File: config.mk
export PLATFORM = sky130hd
export DESIGN_NAME = clipped_rect_fill
export DESIGN_NICKNAME = d
export VERILOG_FILES = /design/src/hdl/crf_pkg.sv /design/src/hdl/crf_ram.sv /design/src/hdl/crf_csr.sv /design/src/hdl/crf_ctrl.sv /design/src/hdl/crf_datapath.sv /design/src/hdl/clipped_rect_fill.sv
export SDC_FILE = /design/constraint.sdc
export NUM_CORES = 2
export LEC_CHECK = 0
export ABC_AREA = 1
export BUFFER_PORTS_ARGS = -buffer_cell sky130_fd_sc_hd__buf_2
export CORE_AREA = 4 4 368 370
export CTS_CLUSTER_SIZE = 30
export DETAILED_ROUTE_END_ITERATION = 12
export DIE_AREA = 0 0 372 374
export MAX_ROUTING_LAYER = met4
export PLACE_DENSITY = 0.76
export SETUP_SLACK_MARGIN = 0.3
export SYNTH_ARGS = -nofsm -noshare
export SYNTH_HDL_FRONTEND = slang
export SYNTH_HIERARCHICAL = 1
export SYNTH_SLANG_ARGS = --single-unit
File: constraint.sdc
create_clock -name clock -period 17.3 [get_ports clock]
set_input_delay 1.73 -clock clock [delete_from_list [all_inputs] [get_ports clock]]
set_output_delay 1.73 -clock clock [all_outputs]
set_load 0.02 [all_outputs]
File: src/hdl/crf_pkg.sv
// Shared types and constants for the clipped rectangle fill engine.
`default_nettype none

package crf_pkg;

   // Coordinate width inside the engine: offset edges plus extents stay below 2^14.
   localparam int COORD_W = 14;
   localparam int CSR_ADDR_W = 4;
   localparam int CSR_DATA_W = 32;

   typedef enum logic [1:0] {
      OP_FILL    = 2'd0,
      OP_OUTLINE = 2'd1,
      OP_APPEND  = 2'd2,
      OP_CLEAR   = 2'd3
   } op_type;

   typedef enum logic [1:0] {
      REG_ORIGIN_X   = 2'd0,
      REG_ORIGIN_Y   = 2'd1,
      REG_LINE_PITCH = 2'd2
   } reg_index_type;

   typedef struct packed {
      op_type      operation;
      logic [11:0] rect_x;
      logic [11:0] rect_y;
      logic [12:0] rect_width;
      logic [12:0] rect_height;
      logic [31:0] fill_color;
      logic [12:0] thickness;
   } req_type;

   typedef struct packed {
      logic [25:0] pixel_index;
      logic [12:0] span_x;
      logic [12:0] span_y;
      logic [12:0] span_width;
      logic [12:0] span_height;
      logic [31:0] out_color;
      logic        nothing_visible;
      logic        last;
   } rsp_type;

   typedef struct packed {
      logic [11:0] x;
      logic [11:0] y;
      logic [12:0] w;
      logic [12:0] h;
   } clip_type;

   typedef struct packed {
      logic [11:0] origin_x;
      logic [11:0] origin_y;
      logic [13:0] line_pitch;
   } cfg_type;

   // Controller to datapath.
   typedef struct packed {
      logic       load;
      logic       append;
      logic       issue;
      logic       outline;
      logic [1:0] band;
      logic       band_end;
      logic       item_end;
      logic       clip_ok;
   } cmd_type;

   // Datapath to controller.
   typedef struct packed {
      logic adv;
      logic done;
   } sts_type;

endpackage

`default_nettype wire

File: src/hdl/crf_ram.sv
// Generic single write port, single read port RAM with registered read data.
`default_nettype none

module crf_ram #(
   parameter int WIDTH = 8,
   parameter int DEPTH = 16,
   localparam int AW = (DEPTH > 1) ? $clog2(DEPTH) : 1
) (
   input  wire logic             clock,
   input  wire logic             wr_en,
   input  wire logic [AW-1:0]    wr_addr,
   input  wire logic [WIDTH-1:0] wr_data,
   input  wire logic             rd_en,
   input  wire logic [AW-1:0]    rd_addr,
   output logic      [WIDTH-1:0] rd_data
);

   logic [WIDTH-1:0] mem_ff [DEPTH];

   always_ff @(posedge clock) begin
      if (wr_en) begin
         mem_ff[wr_addr] <= wr_data;
      end
      if (rd_en) begin
         rd_data <= mem_ff[rd_addr];
      end
   end

endmodule

`default_nettype wire

File: src/hdl/crf_csr.sv
// Configuration registers: origin offset and line pitch behind an APB-style port.
`default_nettype none

module crf_csr (
   input  wire logic                             clock,
   input  wire logic                             reset,
   input  wire logic                             csr_psel,
   input  wire logic                             csr_penable,
   input  wire logic                             csr_pwrite,
   input  wire logic [crf_pkg::CSR_ADDR_W-1:0]   csr_paddr,
   input  wire logic [crf_pkg::CSR_DATA_W-1:0]   csr_pwdata,
   output logic      [crf_pkg::CSR_DATA_W-1:0]   csr_prdata,
   output logic                                  csr_pready,
   output crf_pkg::cfg_type                      cfg
);

   crf_pkg::reg_index_type index;
   logic                   wr_en;
   logic [11:0]            origin_x_ff;
   logic [11:0]            origin_y_ff;
   logic [13:0]            line_pitch_ff;

   assign index      = crf_pkg::reg_index_type'(csr_paddr[3:2]);
   assign csr_pready = 1'b1;
   assign wr_en      = csr_psel && csr_penable && csr_pwrite && csr_pready;

   always_ff @(posedge clock) begin
      if (reset) begin
         origin_x_ff   <= '0;
         origin_y_ff   <= '0;
         line_pitch_ff <= '0;
      end else if (wr_en) begin
         case (index)
            crf_pkg::REG_ORIGIN_X:   origin_x_ff   <= csr_pwdata[11:0];
            crf_pkg::REG_ORIGIN_Y:   origin_y_ff   <= csr_pwdata[11:0];
            crf_pkg::REG_LINE_PITCH: line_pitch_ff <= csr_pwdata[13:0];
            default: ;
         endcase
      end
   end

   always_comb begin
      case (index)
         crf_pkg::REG_ORIGIN_X:   csr_prdata = crf_pkg::CSR_DATA_W'(origin_x_ff);
         crf_pkg::REG_ORIGIN_Y:   csr_prdata = crf_pkg::CSR_DATA_W'(origin_y_ff);
         crf_pkg::REG_LINE_PITCH: csr_prdata = crf_pkg::CSR_DATA_W'(line_pitch_ff);
         default:                 csr_prdata = '0;
      endcase
   end

   assign cfg.origin_x   = origin_x_ff;
   assign cfg.origin_y   = origin_y_ff;
   assign cfg.line_pitch = line_pitch_ff;

endmodule

`default_nettype wire

File: src/hdl/crf_ctrl.sv
// Controller: accepts transactions, owns the clip count and sequences clip reads per band.
`default_nettype none

module crf_ctrl #(
   parameter int MAX_CLIPS = 16,
   localparam int AW = (MAX_CLIPS > 1) ? $clog2(MAX_CLIPS) : 1,
   localparam int CW = $clog2(MAX_CLIPS + 1)
) (
   input  wire logic             clock,
   input  wire logic             reset,
   input  wire logic             req_valid,
   input  wire crf_pkg::op_type  req_op,
   output logic                  req_ready,
   input  wire crf_pkg::sts_type sts,
   output crf_pkg::cmd_type      cmd,
   output logic      [AW-1:0]    wr_addr,
   output logic      [AW-1:0]    rd_addr
);

   typedef enum logic [1:0] {
      ST_IDLE,
      ST_SETUP,
      ST_RUN,
      ST_DRAIN
   } state_type;

   state_type   state_ff;
   logic [CW-1:0] count_ff;
   logic [AW-1:0] clip_ff;
   logic [1:0]    band_ff;
   logic          outline_ff;
   logic          accept;
   logic          full;
   logic          last_clip;
   logic          last_band;

   assign req_ready = (state_ff == ST_IDLE);
   assign accept    = req_valid && req_ready;
   assign full      = (count_ff >= CW'(MAX_CLIPS));
   assign last_clip = (count_ff == '0) || ((CW'(clip_ff) + CW'(1)) == count_ff);
   assign last_band = outline_ff ? (band_ff == 2'd3) : (band_ff == 2'd0);

   always_comb begin
      cmd          = '0;
      cmd.load     = accept && (req_op inside {crf_pkg::OP_FILL, crf_pkg::OP_OUTLINE});
      cmd.append   = accept && (req_op == crf_pkg::OP_APPEND) && !full;
      cmd.issue    = (state_ff == ST_RUN);
      cmd.outline  = outline_ff;
      cmd.band     = band_ff;
      cmd.band_end = last_clip;
      cmd.item_end = last_clip && last_band;
      cmd.clip_ok  = (count_ff != '0);
   end

   assign wr_addr = count_ff[AW-1:0];
   assign rd_addr = clip_ff;

   always_ff @(posedge clock) begin
      if (reset) begin
         state_ff   <= ST_IDLE;
         count_ff   <= '0;
         clip_ff    <= '0;
         band_ff    <= '0;
         outline_ff <= 1'b0;
      end else begin
         case (state_ff)
            ST_IDLE: begin
               if (accept) begin
                  case (req_op)
                     crf_pkg::OP_FILL,
                     crf_pkg::OP_OUTLINE: begin
                        outline_ff <= (req_op == crf_pkg::OP_OUTLINE);
                        state_ff   <= ST_SETUP;
                     end
                     crf_pkg::OP_APPEND: begin
                        if (!full) begin
                           count_ff <= count_ff + CW'(1);
                        end
                     end
                     crf_pkg::OP_CLEAR: count_ff <= '0;
                     default: ;
                  endcase
               end
            end
            ST_SETUP: begin
               clip_ff  <= '0;
               band_ff  <= '0;
               state_ff <= ST_RUN;
            end
            ST_RUN: begin
               if (sts.adv) begin
                  if (last_clip) begin
                     clip_ff <= '0;
                     band_ff <= band_ff + 2'd1;
                     if (last_band) begin
                        state_ff <= ST_DRAIN;
                     end
                  end else begin
                     clip_ff <= clip_ff + AW'(1);
                  end
               end
            end
            ST_DRAIN: begin
               if (sts.done) begin
                  state_ff <= ST_IDLE;
               end
            end
            default: state_ff <= ST_IDLE;
         endcase
      end
   end

endmodule

`default_nettype wire

File: src/hdl/crf_datapath.sv
// Datapath: item registers, clip RAM, intersect and index pipeline, result hold and output.
`default_nettype none

module crf_datapath #(
   parameter int MAX_CLIPS = 16,
   localparam int AW = (MAX_CLIPS > 1) ? $clog2(MAX_CLIPS) : 1
) (
   input  wire logic             clock,
   input  wire logic             reset,
   input  wire crf_pkg::cmd_type cmd,
   output crf_pkg::sts_type      sts,
   input  wire logic [AW-1:0]    wr_addr,
   input  wire logic [AW-1:0]    rd_addr,
   input  wire crf_pkg::req_type req_data,
   input  wire crf_pkg::cfg_type cfg,
   input  wire logic             rsp_ready,
   output logic                  rsp_valid,
   output crf_pkg::rsp_type      rsp_data
);

   localparam int CRW = crf_pkg::COORD_W;

   // Item registers
   logic [12:0]    x_ff, y_ff, w_ff, h_ff, t_ff;
   logic [31:0]    color_ff;
   logic [CRW-1:0] xr_ff, yb_ff;
   logic [12:0]    t_min_wh, t_sat;

   // Issue stage
   logic [CRW-1:0] rx, ry;
   logic [12:0]    rw, rh;
   logic           adv;

   // Stage 1: token next to RAM read data
   logic           p1_valid_ff, p1_clip_ok_ff, p1_band_end_ff, p1_item_end_ff;
   logic [CRW-1:0] p1_rx_ff, p1_ry_ff, p1_rr_ff, p1_rb_ff;
   logic [$bits(crf_pkg::clip_type)-1:0] ram_rd_data;
   crf_pkg::clip_type clip;
   logic [CRW-1:0] cx, cy, cr, cb, sx_in, sy_in, ex_in, ey_in;

   // Stage 2: overlap corners
   logic           p2_valid_ff, p2_hit_ff, p2_band_end_ff, p2_item_end_ff;
   logic [CRW-1:0] p2_sx_ff, p2_sy_ff, p2_ex_ff, p2_ey_ff;
   logic [27:0]    prod;

   // Stage 3: row product and extents
   logic           p3_valid_ff, p3_hit_ff, p3_band_end_ff, p3_item_end_ff;
   logic [25:0]    p3_prod_ff;
   logic [CRW-1:0] p3_sx_ff, p3_sy_ff;
   logic [12:0]    p3_wid_ff, p3_hgt_ff;

   // Result hold and output
   logic             band_any_ff, pend_valid_ff, flush_ff, rsp_valid_ff;
   crf_pkg::rsp_type pend_ff, rsp_ff, res_new, res_out;
   logic             new_any, make_flag, new_res, push_old, push_last;

   // ---------------- item load and band setup ----------------
   assign t_min_wh = (req_data.rect_width < req_data.rect_height) ?
                     req_data.rect_width : req_data.rect_height;
   assign t_sat    = (req_data.thickness < t_min_wh) ? req_data.thickness : t_min_wh;

   always_ff @(posedge clock) begin
      if (cmd.load) begin
         x_ff     <= 13'(req_data.rect_x) + 13'(cfg.origin_x);
         y_ff     <= 13'(req_data.rect_y) + 13'(cfg.origin_y);
         w_ff     <= req_data.rect_width;
         h_ff     <= req_data.rect_height;
         t_ff     <= t_sat;
         color_ff <= req_data.fill_color;
      end
      // registered from the loaded item registers, valid from the run phase on
      xr_ff <= CRW'(x_ff) + CRW'(w_ff) - CRW'(t_ff);
      yb_ff <= CRW'(y_ff) + CRW'(h_ff) - CRW'(t_ff);
   end

   // ---------------- issue: select band rectangle ----------------
   always_comb begin
      rx = CRW'(x_ff);
      ry = CRW'(y_ff);
      rw = w_ff;
      rh = h_ff;
      if (cmd.outline) begin
         case (cmd.band)
            2'd0: rh = t_ff;
            2'd1: begin
               ry = yb_ff;
               rh = t_ff;
            end
            2'd2: rw = t_ff;
            2'd3: begin
               rx = xr_ff;
               rw = t_ff;
            end
            default: ;
         endcase
      end
   end

   assign adv     = !rsp_valid_ff || rsp_ready;
   assign sts.adv = adv;

   crf_ram #(
      .WIDTH ($bits(crf_pkg::clip_type)),
      .DEPTH (MAX_CLIPS)
   ) u_clip_ram (
      .clock   (clock),
      .wr_en   (cmd.append),
      .wr_addr (wr_addr),
      .wr_data ({req_data.rect_x, req_data.rect_y, req_data.rect_width,
                 req_data.rect_height}),
      .rd_en   (adv),
      .rd_addr (rd_addr),
      .rd_data (ram_rd_data)
   );

   always_ff @(posedge clock) begin
      if (reset) begin
         p1_valid_ff <= 1'b0;
      end else if (adv) begin
         p1_valid_ff <= cmd.issue;
      end
   end

   always_ff @(posedge clock) begin
      if (adv) begin
         p1_clip_ok_ff  <= cmd.clip_ok;
         p1_band_end_ff <= cmd.band_end;
         p1_item_end_ff <= cmd.item_end;
         p1_rx_ff       <= rx;
         p1_ry_ff       <= ry;
         p1_rr_ff       <= rx + CRW'(rw);
         p1_rb_ff       <= ry + CRW'(rh);
      end
   end

   // ---------------- stage 1: intersect with clip ----------------
   assign clip  = crf_pkg::clip_type'(ram_rd_data);
   assign cx    = CRW'(clip.x);
   assign cy    = CRW'(clip.y);
   assign cr    = CRW'(clip.x) + CRW'(clip.w);
   assign cb    = CRW'(clip.y) + CRW'(clip.h);
   assign sx_in = (p1_rx_ff > cx) ? p1_rx_ff : cx;
   assign sy_in = (p1_ry_ff > cy) ? p1_ry_ff : cy;
   assign ex_in = (p1_rr_ff < cr) ? p1_rr_ff : cr;
   assign ey_in = (p1_rb_ff < cb) ? p1_rb_ff : cb;

   always_ff @(posedge clock) begin
      if (reset) begin
         p2_valid_ff <= 1'b0;
      end else if (adv) begin
         p2_valid_ff <= p1_valid_ff;
      end
   end

   always_ff @(posedge clock) begin
      if (adv) begin
         p2_hit_ff      <= p1_valid_ff && p1_clip_ok_ff && (ex_in > sx_in) && (ey_in > sy_in);
         p2_band_end_ff <= p1_band_end_ff;
         p2_item_end_ff <= p1_item_end_ff;
         p2_sx_ff       <= sx_in;
         p2_sy_ff       <= sy_in;
         p2_ex_ff       <= ex_in;
         p2_ey_ff       <= ey_in;
      end
   end

   // ---------------- stage 2: extents and row product ----------------
   assign prod = 28'(p2_sy_ff) * 28'(cfg.line_pitch);

   always_ff @(posedge clock) begin
      if (reset) begin
         p3_valid_ff <= 1'b0;
      end else if (adv) begin
         p3_valid_ff <= p2_valid_ff;
      end
   end

   always_ff @(posedge clock) begin
      if (adv) begin
         p3_hit_ff      <= p2_hit_ff;
         p3_band_end_ff <= p2_band_end_ff;
         p3_item_end_ff <= p2_item_end_ff;
         p3_prod_ff     <= prod[25:0];
         p3_sx_ff       <= p2_sx_ff;
         p3_sy_ff       <= p2_sy_ff;
         p3_wid_ff      <= 13'(p2_ex_ff - p2_sx_ff);
         p3_hgt_ff      <= 13'(p2_ey_ff - p2_sy_ff);
      end
   end

   // ---------------- result hold ----------------
   // Keep the newest result back until the next one or the item end is known,
   // so that the final result can carry last.
   assign new_any   = band_any_ff || p3_hit_ff;
   assign make_flag = p3_band_end_ff && !new_any;
   assign new_res   = p3_valid_ff && (p3_hit_ff || make_flag);
   assign push_old  = adv && new_res && pend_valid_ff;
   assign push_last = adv && flush_ff && pend_valid_ff;
   assign sts.done  = push_last;

   always_comb begin
      res_new           = '0;
      res_new.out_color = color_ff;
      if (p3_hit_ff) begin
         res_new.pixel_index = p3_prod_ff + 26'(p3_sx_ff);
         res_new.span_x      = p3_sx_ff[12:0];
         res_new.span_y      = p3_sy_ff[12:0];
         res_new.span_width  = p3_wid_ff;
         res_new.span_height = p3_hgt_ff;
      end else begin
         res_new.nothing_visible = 1'b1;
      end
   end

   // Mark the held result as final when it leaves on the flush.
   always_comb begin
      res_out      = pend_ff;
      res_out.last = push_last;
   end

   always_ff @(posedge clock) begin
      if (reset) begin
         band_any_ff   <= 1'b0;
         pend_valid_ff <= 1'b0;
         flush_ff      <= 1'b0;
         rsp_valid_ff  <= 1'b0;
      end else if (adv) begin
         if (p3_valid_ff) begin
            band_any_ff <= p3_band_end_ff ? 1'b0 : new_any;
         end
         if (new_res) begin
            pend_valid_ff <= 1'b1;
         end else if (push_last) begin
            pend_valid_ff <= 1'b0;
         end
         if (p3_valid_ff && p3_item_end_ff) begin
            flush_ff <= 1'b1;
         end else if (push_last) begin
            flush_ff <= 1'b0;
         end
         rsp_valid_ff <= push_old || push_last;
      end
   end

   always_ff @(posedge clock) begin
      if (adv && new_res) begin
         pend_ff <= res_new;
      end
      if (push_old || push_last) begin
         rsp_ff <= res_out;
      end
   end

   assign rsp_valid = rsp_valid_ff;
   assign rsp_data  = rsp_ff;

endmodule

`default_nettype wire

File: src/hdl/clipped_rect_fill.sv
// Clipped rectangle fill front end: top level joining registers, controller and datapath.
// Append and clear keep the controller idle, so the input stays ready for the next transaction.
// A fill issues max(clip_count,1) clip tests, an outline four times that, one per cycle
// while the output does not stall. Either keeps the input busy until its last result moves
// into the output register, paced by the single clip RAM read port and output stalls.
// Synchronous active-high reset clears the clip count, control state, valid flags and configuration registers to zero.
`default_nettype none

module clipped_rect_fill #(
   parameter int MAX_CLIPS = 16
) (
   input  wire logic                           clock,
   input  wire logic                           reset,
   // input transactions
   input  wire logic                           req_valid,
   output logic                                req_ready,
   input  wire crf_pkg::req_type               req_data,
   // result transactions
   output logic                                rsp_valid,
   input  wire logic                           rsp_ready,
   output crf_pkg::rsp_type                    rsp_data,
   // configuration port
   input  wire logic                           csr_psel,
   input  wire logic                           csr_penable,
   input  wire logic                           csr_pwrite,
   input  wire logic [crf_pkg::CSR_ADDR_W-1:0] csr_paddr,
   input  wire logic [crf_pkg::CSR_DATA_W-1:0] csr_pwdata,
   output logic      [crf_pkg::CSR_DATA_W-1:0] csr_prdata,
   output logic                                csr_pready
);

   localparam int AW = (MAX_CLIPS > 1) ? $clog2(MAX_CLIPS) : 1;

   crf_pkg::cfg_type cfg;
   crf_pkg::cmd_type cmd;
   crf_pkg::sts_type sts;
   logic [AW-1:0]    wr_addr;
   logic [AW-1:0]    rd_addr;

   // Origin and pitch registers; the user must write them only while the engine is idle (not enforced here).
   crf_csr u_csr (
      .clock       (clock),
      .reset       (reset),
      .csr_psel    (csr_psel),
      .csr_penable (csr_penable),
      .csr_pwrite  (csr_pwrite),
      .csr_paddr   (csr_paddr),
      .csr_pwdata  (csr_pwdata),
      .csr_prdata  (csr_prdata),
      .csr_pready  (csr_pready),
      .cfg         (cfg)
   );

   // Controller: takes one transaction at a time, keeps the clip count,
   // and walks the stored clips once per band (one band for a fill,
   // top, bottom, left and right bands for an outline).
   crf_ctrl #(
      .MAX_CLIPS (MAX_CLIPS)
   ) u_ctrl (
      .clock     (clock),
      .reset     (reset),
      .req_valid (req_valid),
      .req_op    (req_data.operation),
      .req_ready (req_ready),
      .sts       (sts),
      .cmd       (cmd),
      .wr_addr   (wr_addr),
      .rd_addr   (rd_addr)
   );

   // Datapath: offsets the rectangle, reads one clip per cycle, intersects,
   // forms y * pitch + x, and holds the newest result back so the final one
   // of a transaction leaves with last set. The whole pipe stalls while a
   // result sits unaccepted in the output register.
   crf_datapath #(
      .MAX_CLIPS (MAX_CLIPS)
   ) u_datapath (
      .clock     (clock),
      .reset     (reset),
      .cmd       (cmd),
      .sts       (sts),
      .wr_addr   (wr_addr),
      .rd_addr   (rd_addr),
      .req_data  (req_data),
      .cfg       (cfg),
      .rsp_ready (rsp_ready),
      .rsp_valid (rsp_valid),
      .rsp_data  (rsp_data)
   );

endmodule

`default_nettype wire

### Yosys cells after proc, flatten, opt, wreduce, memory -nomap -nowiden

Memories as Yosys holds them, arrays and structs flattened. A register that Yosys moved wholly into a read port is not among the register bits.
Index checks and enable logic that the tools add are counted.
Widths: inputs -> output; s select.

| word-level totals | value |
|---|---|
| output and inout port bits | 147 |
| input port bits | 140 |
| register bits after elaboration | 605 |
| ROM bits | 0 |
| word-level logic and storage cells | 195 |
| latch bits | 0 |
| bits in writable memories | 800 |
| memories | 1 |

Memories:

| memory | depth | bits a word | read ports | clocked after Yosys merged registers in | wr ports | RTL line | RTL |
|---|---|---|---|---|---|---|---|
| u_datapath.u_clip_ram.mem_ff | 16 | 50 | 1 | 1 | 1 | crf_ram.sv:18 | `logic [WIDTH-1:0] mem_ff [DEPTH];` |

| cells by class | value |
|---|---|
| order comparisons | 9 |
| equal/unequal tests | 19 |
| bitwise logic cells | 0 |
| div/mod/pow operators | 0 |
| multiplexer cells | 38 |
| reduce and logical (&&, ||, !) cells | 50 |
| shift-type cells | 0 |
| add/subtract/negate cells | 17 |
| $mul | 1 |

Operators by type and width:

| kind | count |
|---|---|
| $mux 14 | 8 |
| $mux 13 | 6 |
| $pmux 14 s3 | 1 |
| $add 12x13->14 | 2 |
| $add 13x13->14 | 2 |
| $add 14x13->14 | 2 |
| $gt 14x12->1 | 2 |
| $gt 14x14->1 | 2 |
| $lt 14x14->1 | 2 |
| $sub 14x13->14 | 2 |
| $add 12x12->13 | 2 |
| $add 26x14->26 | 1 |
| $lt 13x13->1 | 2 |
| $mul 14x14->26 | 1 |
| $sub 13x13->13 | 2 |
| $logic_and 1x1->1 | 17 |
| $mux 2 | 8 |
| $eq 2x2->1 const B | 7 |
| $reduce_and 2->1 | 7 |
| $ne 2x2->1 const B | 6 |
| $pmux 5 s2 | 1 |
| $reduce_bool 2->1 | 5 |
| $eq 2x1->1 const B | 4 |
| $logic_not 2->1 | 4 |
| 21 further kinds | 38 |

### Depth between registers and ports, before layout

| depth | value |
|---|---|
| depth in word-level cells | 8 |
| gate-level depth with buffers | 28 |

### Modules after synthesis

The synthesis kept the hierarchy.

Modules (own cells, without submodules):

| module | times used | area an instance (um2) | cells each |
|---|---|---|---|
| crf_ram | 1 | 35959.5 | 3296 |
| crf_datapath | 1 | 34484.3 | 3387 |
| crf_csr | 1 | 1961.9 | 310 |
| crf_ctrl | 1 | 988.4 | 147 |

### Worst setup path after synthesis

No wires, ideal clock.

| path | value |
|---|---|
| kind | input to register |
| start point | input port rsp_ready |
| end point | register u_datapath.rsp_ff, in the netlist u_datapath/rsp_data[0], enable pin |
| library setup time | 0.621 ns |
| arrival | 15.607 ns |
| stages | 4 |
| path buffers | 0 |
| slack | 1.072 ns |
| cell sequence | nor2_1 > nor3_1 > inv_1 > a21oi_1 |

| between the ends | value |
|---|---|
| longest elaborated chain between the ends | 4 |
| elaborated cells between the ends (all ways) | 6 |

Ends and longest elaborated chain:

| what | RTL line | RTL |
|---|---|---|
| start, declared | clipped_rect_fill.sv:20 | `input wire logic rsp_ready,` |
| $logic_or 1x1->1 * | crf_datapath.sv:99 | `assign adv = !rsp_valid_ff \|\| rsp_ready;` |
| $logic_and 1x1->1 (on tied branches) (2 in a row) | crf_datapath.sv:197, crf_datapath.sv:198 |  |
| $logic_or 1x1->1 * | crf_datapath.sv:249 | `if (push_old \|\| push_last) begin` |
| end signal, assigned | crf_datapath.sv:250 | `rsp_ff <= res_out;` |
| end, declared | crf_datapath.sv:54 | `crf_pkg::rsp_type pend_ff, rsp_ff, res_new, res_out;` |

Every way passes the cells marked *; elsewhere a longest branch is shown, timed or not.
A chain may end at the register's enable or synchronous reset.

### Worst setup path in the final report

| path | value |
|---|---|
| start point | register u_datapath.p2_sy_ff[11] |
| end point | register u_datapath.p3_prod_ff[25], data pin |

| between the ends | value |
|---|---|
| longest elaborated chain between the ends | 1 |

Ends and longest elaborated chain:

| what | RTL line | RTL |
|---|---|---|
| start, declared | crf_datapath.sv:43 | `logic [CRW-1:0] p2_sx_ff, p2_sy_ff, p2_ex_ff, p2_ey_ff;` |
| start signal, assigned | crf_datapath.sv:161 | `p2_sy_ff <= sy_in;` |
| $mul 14x14->26 | crf_datapath.sv:168 | `assign prod = 28'(p2_sy_ff) * 28'(cfg.line_pitch);` |
| named net u_datapath.prod[25] | crf_datapath.sv:44 | `logic [27:0] prod;` |
| end signal, assigned | crf_datapath.sv:183 | `p3_prod_ff <= prod[25:0];` |
| end, declared | crf_datapath.sv:48 | `logic [25:0] p3_prod_ff;` |

The timed path passes the listed nets, and every way through them passes these cells.

==> flow_metrics.py <==
metrics = {
    "critical_path": {
        "critPathArrivalTime_ns": 6.48,
        "cp-startpoint": "u_datapath/p2_sy_ff[11]",
        "cp.required_ns": 17.84,
        "rr_endpoint": "u_datapath/p3_prod_ff[25]",
        "start_kind": "register",
        "critPathKind": "reg -> reg",
        "cp-endpoint": "u_datapath/p3_prod_ff[25]",
        "r2r_cells": 16,
        "rrSetupSlack_ns": 11.37,
        "end_kind": "register",
        "r2r-start": "u_datapath/p2_sy_ff[11]",
        "critPathMaxFanout": 16,
    },
    "clock_network": {
        "cts_tree": "yes",
        "cts_made_buffers": 152,
        "clkSinkCount": 1455,
        "postCtsHoldBufs": 0,
        "cts_setup_buffers": 0,
        "cts_resized": 0,
        "cts-htree-levels": 4,
        "clockRootBuffer": "clkbuf_16",
        "insertion_delay_ns": 0.80,
        "clk_pin_slew_worst_paths_ns": 0.06,
        "clk_path_buf_depth": 3,
    },
    "die": {
        "coreArea_um2": 132600,
        "io_pins": 287,
        "die_x_um": 372,
        "num_rows": 134,
        "die-area_um2": 139100,
        "dieHeight_um": 374,
        "start_util_pct": 55.34,
    },
    "min_path": {
        "hp-start": "u_datapath/color_ff[22]",
        "worstHoldPathType": "reg -> reg",
        "hold_path_depth": 0,
    },
    "logic_synthesis": {
        "yosysTopAreaCell": "edfxtp_1",
        "syn_inst": 7140,
        "synthTopCellsByArea": "edfxtp_1 56%, nand2_1 9.3%, inv_1 6.7%, ha_1 5.6%, nand3_1 5.0%",
        "synth-seq-cells": 1455,
        "synthTopCellsByCount": "1827 x nand2_1, 1368 x edfxtp_1, 1307 x inv_1",
        "synth.top_cell.area_share_pct": 55.97,
        "avgSynthCellArea_um2": 10.28,
        "yosysWarnings": 6,
        "synth_edf_count": 1368,
        "yosys.cell_types.count": 54,
        "seq_area_frac_synth_pct": 58.34,
        "ys.flop_type": "edfxtp_1",
        "netlist_area_um2": 73390,
        "synthArstFlopShare_pct": 0,
        "yosysMostFrequentCell": "nand2_1",
    },
    "final_layout": {
        "syn_to_final_growth_pct": 10.51,
        "fin_area_um2": 81110,
        "drive_above_1_share_pct": 7.865,
        "nets": 7984,
    },
    "timing": {
        "grt_setup_unrepaired": "false",
        "fin_crit_sh_pct": 34.31,
        "setup_tns_ns": 0,
        "finalSetupViolCount": 0,
        "max_slew.worst_pin.slew_ns": 1.120,
        "max_slew_margin_pct": 25.22,
        "hold_viol_final": 0,
        "fmax_mhz": 168.5,
        "maxSlewViolCount": 0,
        "skew_ns": 0.02942,
        "min_period_ns": 5.935,
    },
    "global_route": {
        "grt_overflow": 0,
        "grt_use_total_pct": 26.73,
        "grt_max_degree": 169,
        "antenna_found_initial": 18,
        "grt_first_pass_wirelength_um": 276300,
        "grt_pass1_vias": 49160,
    },
    "place": {
        "dpl_cell_area_um2": 75830,
        "port_buffers": 247,
        "dp_hpwl_um": 118000,
        "gp_congestion": 0.9475,
    },
    "route": {
        "dr.pass1.iters": 6,
        "drc_errors": 0,
        "via_per_inst": 5.427,
        "wl_per_cell_um": 19.69,
        "dr.first_iter.drc_count": 5275,
        "drt_wl_total_um": 182000,
        "ant_nets": 0,
        "vias": 50160,
    },
    "outcome": {
        "status": "complete, no violations",
    },
    "pwr": {
        "power_leakage_nw": 36.28,
        "ir_worst_vdd_v": 0.00009587,
        "p_per_area_nw_per_um2": 121.4,
    },
    "job": {
        "cap_violations": 0,
    },
}
-- worst min-delay path by stage --
stage	endpoint	slack, ns
finish	u_datapath/pend_ff[24]	0.41
global route	u_datapath/pend_ff[24]	0.41
CTS	u_datapath/pend_ff[24]	0.40
detailed placement	u_datapath/p3_item_end_ff	0.40
global placement	u_datapath/pend_ff[6]	0.40
floorplan	u_datapath/p2_band_end_ff	0.40
-- state kept, by name (all words and copies together) (netlist names), 26 cells and up --
register,cells
u_datapath/u_clip_ram/mem_ff,800
u_datapath/rsp_data,112
u_datapath/pend_ff,111
u_datapath/u_clip_ram/rd_data,50
u_datapath/color_ff,32
u_datapath/p3_prod_ff,26
-- per-stage QoR --
step | util [%] | setup WS [ns] | hold slack (ns) | instances | total power, mW
final | 61.16 | 11.37 | 0.4068 | 9243 | 9.843
after floorplan | - | 1.072 | 0.4003 | 7157 | 5.917
after global routing | 61.16 | 11.06 | 0.4119 | 9241 | 10.34
after global placement | 57.18 | 11.44 | 0.4006 | 8952 | 6.416
after CTS | 61.14 | 11.40 | 0.3992 | 9231 | 9.876
after detailed placement | 57.18 | 11.40 | 0.4045 | 8952 | 6.491
-- power by group --
group | internal, mW | switching (mW) | total [mW]
Clock | 1.99 | 1.39 | 3.39
Sequential | 4.22 | 0.215 | 4.44
Combinational | 0.705 | 1.32 | 2.02
Total | 6.92 | 2.92 | 9.84
-- cell type report --
cell class | count | area, um2
Multi-Input combinational cell | 4120 | 24200
Sequential cell | 1455 | 42830
Clock inverter | 97 | 1270
Fill cell | 10250 | 51510
Inverter | 1310 | 4943
Antenna cell | 12 | 30.03
Clock buffer | 182 | 3978
Tap cell | 1768 | 2212
Timing Repair Buffer | 299 | 1639
-- worst max-delay path: stages, from the launching register on --
cell and delay, ns:
edfxtp_1 0.88, nand2_1 0.18, fa_1 0.57, inv_1 0.05, fa_1 0.46, fa_1 0.52
fa_1 0.51, fa_1 0.49, inv_1 0.05, fa_1 0.47, inv_1 0.04, ha_1 0.34
nand2_1 0.12, nor4_1 0.57, nand4_1 0.21, o2111ai_1 0.17, nand2_1 0.07
-- kinds of logic after synthesis --
logic type	after synthesis	synth area share, %
adder cells (fa/ha/maj)	506	10.42
XOR/XNOR	141	1.683
buffers and inverters	1582	8.965
multiplexers	4	0.06137
flip-flops	1455	58.34
other	2	0.01023
AND/OR/NAND/NOR	2923	16.58
AO/OA/AOI/OAI	527	3.936
-- metal layers --
metal  routed length (um)  up-vias  share of wire, %  global-route usage (%)
li1                     -    23670                 -                       -
met1                70760    23810                39                   33.94
met2                88750     2302                49                   43.45
met3                15960      384               8.8                   4.111
met4                 6560        0               3.6                   10.45
met5                    0        -                 0                       -
-- layout by cell type (no fill, tap or decap), drive strengths merged, types with 3 or more instances in the layout --
cell and n:
clkbuf 182, o21a 14, a21boi 6, clkinvlp 12
dfxtp 87, edfxtp 1368, diode 12, nand4 44
nand3 741, o2111ai 14, nor3 26, buf 299
xnor2 54, a21o 12, o211ai 5, clkinv 54
a211oi 4, nand3b 6, nor4 3, o21ai 172
a221oi 3, fa 175, xor2 87, bufinv 22
inv 1319, conb 19, ha 331, a21oi 264
o21bai 9, nor2 266, a31oi 14, a31o 3
nand2 1834, o31ai 3, mux2 4
No activity file was read; power rests on OpenSTA's default activity.
